`config.mk`:
```
export PLATFORM = sky130hd
export DESIGN_NAME = joystick_mouse_report_with_shake
export DESIGN_NICKNAME = d
export VERILOG_FILES = /design/src/sv/jmr_pkg.sv /design/src/sv/joystick_mouse_report_with_shake.sv
export SDC_FILE = /design/constraint.sdc
export NUM_CORES = 2
export LEC_CHECK = 0
export CORE_ASPECT_RATIO = 1.5
export CORE_MARGIN = 4
export CORE_UTILIZATION = 35
export DETAILED_ROUTE_END_ITERATION = 7
export DONT_BUFFER_PORTS = 1
export GPL_TIMING_DRIVEN = 0
export SYNTH_ARGS = -nofsm -noshare
export SYNTH_HDL_FRONTEND = slang
export SYNTH_SLANG_ARGS = --single-unit
export TNS_END_PERCENT = 5
```
`constraint.sdc`:
```
create_clock -name i_clk -period 9.8 [get_ports i_clk]
set_input_delay 0.98 -clock i_clk [delete_from_list [all_inputs] [get_ports i_clk]]
set_output_delay 0.98 -clock i_clk [all_outputs]
set_load 0.01 [all_outputs]
```
`src/sv/jmr_pkg.sv`:
```
package jmr_pkg;

    // Configuration register indexes
    localparam int CFG_IDX_W = 3;
    localparam int CFG_DATA_W = 24;
    localparam logic [CFG_IDX_W-1:0] CFG_CALM_LOW  = 3'd0;
    localparam logic [CFG_IDX_W-1:0] CFG_CALM_HIGH = 3'd1;
    localparam logic [CFG_IDX_W-1:0] CFG_DEAD_X    = 3'd2;
    localparam logic [CFG_IDX_W-1:0] CFG_DEAD_Y    = 3'd3;
    localparam logic [CFG_IDX_W-1:0] CFG_GAIN_X    = 3'd4;
    localparam logic [CFG_IDX_W-1:0] CFG_GAIN_Y    = 3'd5;
    localparam logic [CFG_IDX_W-1:0] CFG_SHAKE_BTN = 3'd6;

    // Register reset values
    localparam logic [23:0] CALM_LOW_RST  = 24'd39322;
    localparam logic [23:0] CALM_HIGH_RST = 24'd147456;
    localparam logic [6:0]  DEAD_RST      = 7'd13;
    localparam logic [7:0]  GAIN_RST      = 8'd16;

    // Shake button select codes
    localparam logic [1:0] SB_LEFT   = 2'd0;
    localparam logic [1:0] SB_RIGHT  = 2'd1;
    localparam logic [1:0] SB_MIDDLE = 2'd2;
    localparam logic [1:0] SB_OFF    = 2'd3;

    // Mouse button masks
    localparam logic [2:0] BTN_LEFT   = 3'b001;
    localparam logic [2:0] BTN_RIGHT  = 3'b010;
    localparam logic [2:0] BTN_MIDDLE = 3'b100;

    // Detector countdown defaults
    localparam int STARTUP_TICKS_DEF = 5;
    localparam int PERSIST_TICKS_DEF = 20;

endpackage

```
`src/sv/joystick_mouse_report_with_shake.sv`:
```
// Turns one controller sample (three accelerations, two stick axes, two
// buttons) into one mouse report. From input transfer to a valid report, a
// sample passes the first register, holding the acceleration squares and the
// stick-times-gain products, and then the second (the output register),
// holding the finished report; one sample is taken every cycle while
// the output side does not stall. The shake detector advances once per report
// as it enters the output register, so its countdowns count samples, not clock
// cycles. The configuration port is always ready; write registers only while
// no sample is in flight.
module joystick_mouse_report_with_shake #(
    parameter int unsigned STARTUP_TICKS = jmr_pkg::STARTUP_TICKS_DEF,
    parameter int unsigned PERSIST_TICKS = jmr_pkg::PERSIST_TICKS_DEF
) (
    input  logic                           i_clk,
    input  logic                           i_rst_n,
    // configuration write channel
    input  logic                           i_cfg_valid,
    output logic                           o_cfg_ready,
    input  logic [jmr_pkg::CFG_IDX_W-1:0]  i_cfg_index,
    input  logic [jmr_pkg::CFG_DATA_W-1:0] i_cfg_data,
    // sample channel
    input  logic                           i_in_valid,
    output logic                           o_in_stall,
    input  logic signed [11:0]             i_accel_x,
    input  logic signed [11:0]             i_accel_y,
    input  logic signed [11:0]             i_accel_z,
    input  logic signed [7:0]              i_stick_x,
    input  logic signed [7:0]              i_stick_y,
    input  logic                           i_button_c,
    input  logic                           i_button_z,
    // report channel
    output logic                           o_out_valid,
    input  logic                           i_out_stall,
    output logic [2:0]                     o_button_bits,
    output logic signed [7:0]              o_move_x,
    output logic signed [7:0]              o_move_y,
    output logic                           o_shake_active
);
    import jmr_pkg::*;

    localparam logic [7:0] START_LOAD   = 8'(STARTUP_TICKS);
    localparam logic [7:0] PERSIST_LOAD = 8'(PERSIST_TICKS);

    // configuration registers
    logic [23:0] r_calm_low;
    logic [23:0] r_calm_high;
    logic [6:0]  r_dead_x;
    logic [6:0]  r_dead_y;
    logic [7:0]  r_gain_x;
    logic [7:0]  r_gain_y;
    logic [1:0]  r_shake_btn;

    // first stage
    logic        r_s1_valid;
    logic [22:0] r_sq_x;
    logic [22:0] r_sq_y;
    logic [22:0] r_sq_z;
    logic [14:0] r_prod_x;
    logic [14:0] r_prod_y;
    logic        r_neg_x;
    logic        r_neg_y;
    logic        r_dead_hit_x;
    logic        r_dead_hit_y;
    logic [1:0]  r_btn;

    // detector state
    logic [7:0]  r_start_count;
    logic [7:0]  r_persist_count;
    logic        r_shaking;
    logic [7:0]  n_start_count;
    logic [7:0]  n_persist_count;
    logic        n_shaking;

    // output register
    logic        r_out_valid;
    logic [2:0]  r_button_bits;
    logic [7:0]  r_move_x;
    logic [7:0]  r_move_y;
    logic        r_shake_active;

    logic        out_take;
    logic        s1_take;
    logic        in_xfer;
    logic        s1_xfer;

    logic signed [23:0] sq_full_x;
    logic signed [23:0] sq_full_y;
    logic signed [23:0] sq_full_z;
    logic [7:0]  mag_x;
    logic [7:0]  mag_y;
    logic [15:0] prod_full_x;
    logic [15:0] prod_full_y;

    logic [23:0] sq_sum;
    logic        shake;
    logic        active;
    logic [2:0]  n_button_bits;
    logic [7:0]  n_move_x;
    logic [7:0]  n_move_y;

    // Saturate a scaled magnitude to a signed byte, applying the sign; a dead-zone hit gives zero
    function automatic logic [7:0] sat_axis(input logic [14:0] prod, input logic neg,
                                            input logic dead);
        logic [10:0] s;
        logic [7:0]  r;
        s = prod[14:4];
        if (dead) begin
            r = 8'd0;
        end else if (neg) begin
            r = (s > 11'd128) ? 8'h80 : 8'(~s + 11'd1);
        end else begin
            r = (s > 11'd127) ? 8'h7F : s[7:0];
        end
        return r;
    endfunction

    // handshake: output register frees first, first stage follows
    assign out_take   = !r_out_valid || !i_out_stall;
    assign s1_take    = !r_s1_valid || out_take;
    assign o_in_stall = !s1_take;
    assign in_xfer    = i_in_valid && s1_take;
    assign s1_xfer    = r_s1_valid && out_take;
    assign o_cfg_ready = 1'b1;

    // write configuration registers
    always_ff @(posedge i_clk) begin
        if (!i_rst_n) begin
            r_calm_low  <= CALM_LOW_RST;
            r_calm_high <= CALM_HIGH_RST;
            r_dead_x    <= DEAD_RST;
            r_dead_y    <= DEAD_RST;
            r_gain_x    <= GAIN_RST;
            r_gain_y    <= GAIN_RST;
            r_shake_btn <= SB_RIGHT;
        end else if (i_cfg_valid) begin
            case (i_cfg_index)
                CFG_CALM_LOW:  r_calm_low  <= i_cfg_data;
                CFG_CALM_HIGH: r_calm_high <= i_cfg_data;
                CFG_DEAD_X:    r_dead_x    <= i_cfg_data[6:0];
                CFG_DEAD_Y:    r_dead_y    <= i_cfg_data[6:0];
                CFG_GAIN_X:    r_gain_x    <= i_cfg_data[7:0];
                CFG_GAIN_Y:    r_gain_y    <= i_cfg_data[7:0];
                CFG_SHAKE_BTN: r_shake_btn <= i_cfg_data[1:0];
                default: ;
            endcase
        end
    end

    // square accelerations, take stick magnitudes times gain
    always_comb begin
        sq_full_x   = i_accel_x * i_accel_x;
        sq_full_y   = i_accel_y * i_accel_y;
        sq_full_z   = i_accel_z * i_accel_z;
        mag_x       = i_stick_x[7] ? (~i_stick_x + 8'd1) : i_stick_x;
        mag_y       = i_stick_y[7] ? (~i_stick_y + 8'd1) : i_stick_y;
        prod_full_x = mag_x * r_gain_x;
        prod_full_y = mag_y * r_gain_y;
    end

    // first stage valid
    always_ff @(posedge i_clk) begin
        if (!i_rst_n) begin
            r_s1_valid <= 1'b0;
        end else if (s1_take) begin
            r_s1_valid <= i_in_valid;
        end
    end

    // first stage payload
    always_ff @(posedge i_clk) begin
        if (in_xfer) begin
            r_sq_x       <= sq_full_x[22:0];
            r_sq_y       <= sq_full_y[22:0];
            r_sq_z       <= sq_full_z[22:0];
            r_prod_x     <= prod_full_x[14:0];
            r_prod_y     <= prod_full_y[14:0];
            // Y is negated, so a positive stick gives a negative move
            r_neg_x      <= i_stick_x[7];
            r_neg_y      <= !i_stick_y[7];
            r_dead_hit_x <= mag_x < {1'b0, r_dead_x};
            r_dead_hit_y <= mag_y < {1'b0, r_dead_y};
            r_btn        <= {i_button_z, i_button_c};
        end
    end

    // band test and detector update
    always_comb begin
        sq_sum = {1'b0, r_sq_x} + {1'b0, r_sq_y} + {1'b0, r_sq_z};
        shake  = (sq_sum > r_calm_high) || (sq_sum < r_calm_low);

        n_start_count   = r_start_count;
        n_persist_count = r_persist_count;
        n_shaking       = r_shaking;
        active          = 1'b0;

        if (r_shake_btn != SB_OFF) begin
            if (shake) begin
                if (r_shaking) begin
                    n_persist_count = PERSIST_LOAD;
                    active          = 1'b1;
                end else if (r_start_count == 8'd0) begin
                    n_start_count   = START_LOAD;
                    n_shaking       = 1'b1;
                    n_persist_count = PERSIST_LOAD;
                    active          = 1'b1;
                end else begin
                    n_start_count = r_start_count - 8'd1;
                end
            end else if (r_persist_count <= 8'd1) begin
                n_persist_count = 8'd0;
                n_shaking       = 1'b0;
            end else begin
                n_persist_count = r_persist_count - 8'd1;
                active          = 1'b1;
            end
        end

        // assemble buttons: C left, Z right, plus shake button
        n_button_bits = {1'b0, r_btn};
        if (active) begin
            case (r_shake_btn)
                SB_LEFT:   n_button_bits = n_button_bits | BTN_LEFT;
                SB_RIGHT:  n_button_bits = n_button_bits | BTN_RIGHT;
                default:   n_button_bits = n_button_bits | BTN_MIDDLE;
            endcase
        end

        n_move_x = sat_axis(r_prod_x, r_neg_x, r_dead_hit_x);
        n_move_y = sat_axis(r_prod_y, r_neg_y, r_dead_hit_y);
    end

    // advance detector state once per report
    always_ff @(posedge i_clk) begin
        if (!i_rst_n) begin
            r_start_count   <= START_LOAD;
            r_persist_count <= 8'd0;
            r_shaking       <= 1'b0;
        end else if (s1_xfer) begin
            r_start_count   <= n_start_count;
            r_persist_count <= n_persist_count;
            r_shaking       <= n_shaking;
        end
    end

    // output register valid
    always_ff @(posedge i_clk) begin
        if (!i_rst_n) begin
            r_out_valid <= 1'b0;
        end else if (out_take) begin
            r_out_valid <= r_s1_valid;
        end
    end

    // output register payload
    always_ff @(posedge i_clk) begin
        if (s1_xfer) begin
            r_button_bits  <= n_button_bits;
            r_move_x       <= n_move_x;
            r_move_y       <= n_move_y;
            r_shake_active <= active;
        end
    end

    assign o_out_valid    = r_out_valid;
    assign o_button_bits  = r_button_bits;
    assign o_move_x       = r_move_x;
    assign o_move_y       = r_move_y;
    assign o_shake_active = r_shake_active;

endmodule

```
==> impl_metrics.yaml <==
final_layout:
  fillCellCount: 8343
  layoutNonFillerInstCount: 4180
  register_area_sq_um: 5410
  syn_to_final_growth_pct: 7.80
  multiInputGateArea_sq_um: 21000
  drive_gt1_share_pct: 2.52
  final_cell_mix: "inv_1, fa_1, nand2_1"
  layout_commonest_cell: "inv_1"
  num-nets-final: 3958
  fin_util_pct: 38.0
synthesis:
  ys_seq_area_share_pct: 18.6
  ys_ff_latch: 213
  ys.flop_type: "edfxtp_1"
  syn_inst: 3079
  ys_types: 78
  synth_area_leader_cell: "fa_1"
  synth_top_area_share_pct: 31.0
  yosysWarnings: 0
  syn_area_sq_um: 29000
  synth_area_per_cell_sq_um: 9.42
  synth_area_leaders: "fa_1, ha_1, edfxtp_1"
  async_reset_ff_share_pct: 0
  synth-edff-count: 114
sta:
  setup_violations: 0
  worst_pin_slew_ps: 1080
  maxSlewViolCount: 0
  finalCritPeriodShare_pct: 61.7
  skew_ps: 26.4
  fin_tns_setup_ps: 0
  relSlewSlack_pct: 27.3
  hold_viol: 0
  fin_crit_ps: 6050
  fmax_ghz: 0.165
  whs_ps: 454
  rsz0062_at_grt: "false"
worst_setup_path:
  crit_top_cell: "fa_1"
  startpoint_type: "input pin"
  cp.arrival_ps: 6340
  crit_required_ps: 10090
  end_kind: "flip-flop"
  slowest_delay_ps: 550
  worstSetupPathType: "input pin to flip-flop"
  worst-path-max-fanout: 10
  slowest_stage: "fa_1"
  path_cells: "clkbuf_1 > and2_1 > inv_1 > fa_1 > inv_1 > fa_1 > inv_1 > fa_1 > fa_1 > inv_1 > fa_1 > ha_1 > a211oi_1 > o211ai_1 > a31oi_1 > nor3_1 > nor3_1 > o41ai_1 > a21oi_1 > xnor2_1"
run_status:
  status: "completed"
route:
  top_layer_used: "met5"
  wl_per_cell_um: 16.0
  met2_length_um: 37500
  vias_per_cell: 4.89
  routed_wl_um: 66700
  drc_errors: 0
  wl_met3_um: 2490
  drt_iter0_drc: 801
  drt-pass1-iter-count: 6
  vias: 20500
  antenna_left: 0
  wl_met1_um: 25000
die:
  core_area_sq_um: 82300
  die-area_sq_um: 87600
  rows: 129
  die_w_um: 243
  start_util_pct: 35.2
  die_y_um: 361
  pin_count: 109
place:
  portBuffers: 0
  dpl.hpwl_um: 56300
  dp.cells: 4133
  gp_congestion: 0.867
grt:
  grt_pass1_vias: 21700
  grt_max_degree: 28
  antenna_found_initial: 2
  grt_pass1_wl_um: 110000
  grtUsageTotal_pct: 15.4
  grt_remaining_overflow: 0
clocking:
  clkSlewWorstSetupHoldPaths_ps: 60
  clock_path_buffers: 3
  worstSkewPairLatency_ps: 560
  htree_levels: 1
  cts_resized: 0
  clock-root-buffer: "clkbuf_16"
  clock-sinks: 213
  cts_inserted_buffers: 25
  cts_tree: "yes"
  ctsHoldBuffers: 0
  cts_setup_buffers: 0
job:
  max_cap_viol_count: 0
hold_path:
  hold_class: "flip-flop to flip-flop"
==> area by class of cell <==
class / instances / share of cell area [%]
Antenna cell: 1 / 0.00801
Buffer: 73 / 0.901
Clock buffer: 33 / 2.20
Clock inverter: 13 / 0.508
Inverter: 626 / 7.52
Multi-Input combinational cell: 2169 / 67.1
Sequential cell: 213 / 17.3
Tap cell: 1048 / 4.19
Timing Repair Buffer: 4 / 0.264
==> logic make-up after synthesis <==
group / after synthesis / share of synthesized area (%)
AO/OA/AOI/OAI: 396 / 8.88
adder cells (fa/ha/maj): 760 / 44.4
multiplexers: 13 / 0.457
flip-flops: 213 / 18.6
AND/OR/NAND/NOR: 874 / 14.8
XOR/XNOR: 122 / 3.68
other: 2 / 0.0259
buffers and inverters: 699 / 9.07
==> path summary, 6_finish.rpt <==
kind	from	endpoint	slack, ps	cells after the start
worst min-delay path	r_dead_y[4]$_SDFFE_PN0P_	r_dead_y[4]$_SDFFE_PN0P_	450	2
worst max-delay path	i_accel_z[10]	r_sq_z[22]$_DFFE_PP_	3750	20
worst min register to register	r_dead_y[4]$_SDFFE_PN0P_	r_dead_y[4]$_SDFFE_PN0P_	450	2
worst max register to register	r_sq_x[4]$_DFFE_PP_	o_button_bits[1]$_DFFE_PP_	3780	18
==> per-stage QoR <==
stage / instance area (sq um) / setup slack [ps]
final: 31300 / 3750
after global routing: 31300 / 3370
after CTS: 31300 / 3730
after detailed placement: 30400 / 3190
after global placement: 30300 / 1360
after floorplan: 29000 / 3780
==> per-layer routing <==
| metal | global-route usage [%] | up-vias |
|---|---|---|
| met3 | 2.01 | 88 |
| met2 | 30.9 | 307 |
| li1 | - | 9835 |
| met5 | 0 | - |
| met1 | 17.0 | 10200 |
| met4 | 3.99 | 2 |
==> state kept, by name (all words and copies together), names as in the netlist, 2 cells and up <==
register,cells
r_shake_btn,2
r_gain_x,8
o_move_x,8
r_dead_y,7
r_start_count,8
r_gain_y,8
r_sq_z,22
r_dead_x,7
o_move_y,8
r_prod_x,11
r_sq_y,22
r_btn,2
r_calm_low,24
r_sq_x,22
r_prod_y,11
r_calm_high,24
o_button_bits,3
r_persist_count,8
==> worst max-delay path: cells and delay by family <==
kind	cells	cell delay [ps]
AO/OA/AOI/OAI	5	1260
XOR/XNOR	1	110
adder cells (fa/ha/maj)	6	2800
buffers and inverters	5	540
AND/OR/NAND/NOR	3	650
==> Yosys cell counts (4+ instances only) <==
master    number
a211o_1        4
a211oi_1      16
a21boi_0       8
a21o_1        34
a21oi_1      144
a221oi_1       5
a311oi_1       5
a31oi_1       13
a41oi_1        5
and2_1       183
and3_1        13
clkbuf_1      68
dfxtp_1       99
edfxtp_1     114
fa_1         449
ha_1         311
inv_1        625
mux2i_1       11
nand2_1      363
nand2b_1      32
nand3_1       34
nand4_1       12
nand4b_1       7
nor2_1        97
nor2b_1       45
nor3_1        30
nor3b_1        4
nor4_1         9
o211ai_1      19
o21a_1        13
o21ai_0       59
o21ai_1        9
o21bai_1       6
o22ai_1        5
o31a_1         5
o31ai_1       10
or2_2          7
or3_1         24
xnor2_1       94
xor2_1        28
Power is left out: the tool's default activity adds up to more than one toggle a clock period on the data nets, which glitch-free logic cannot reach.
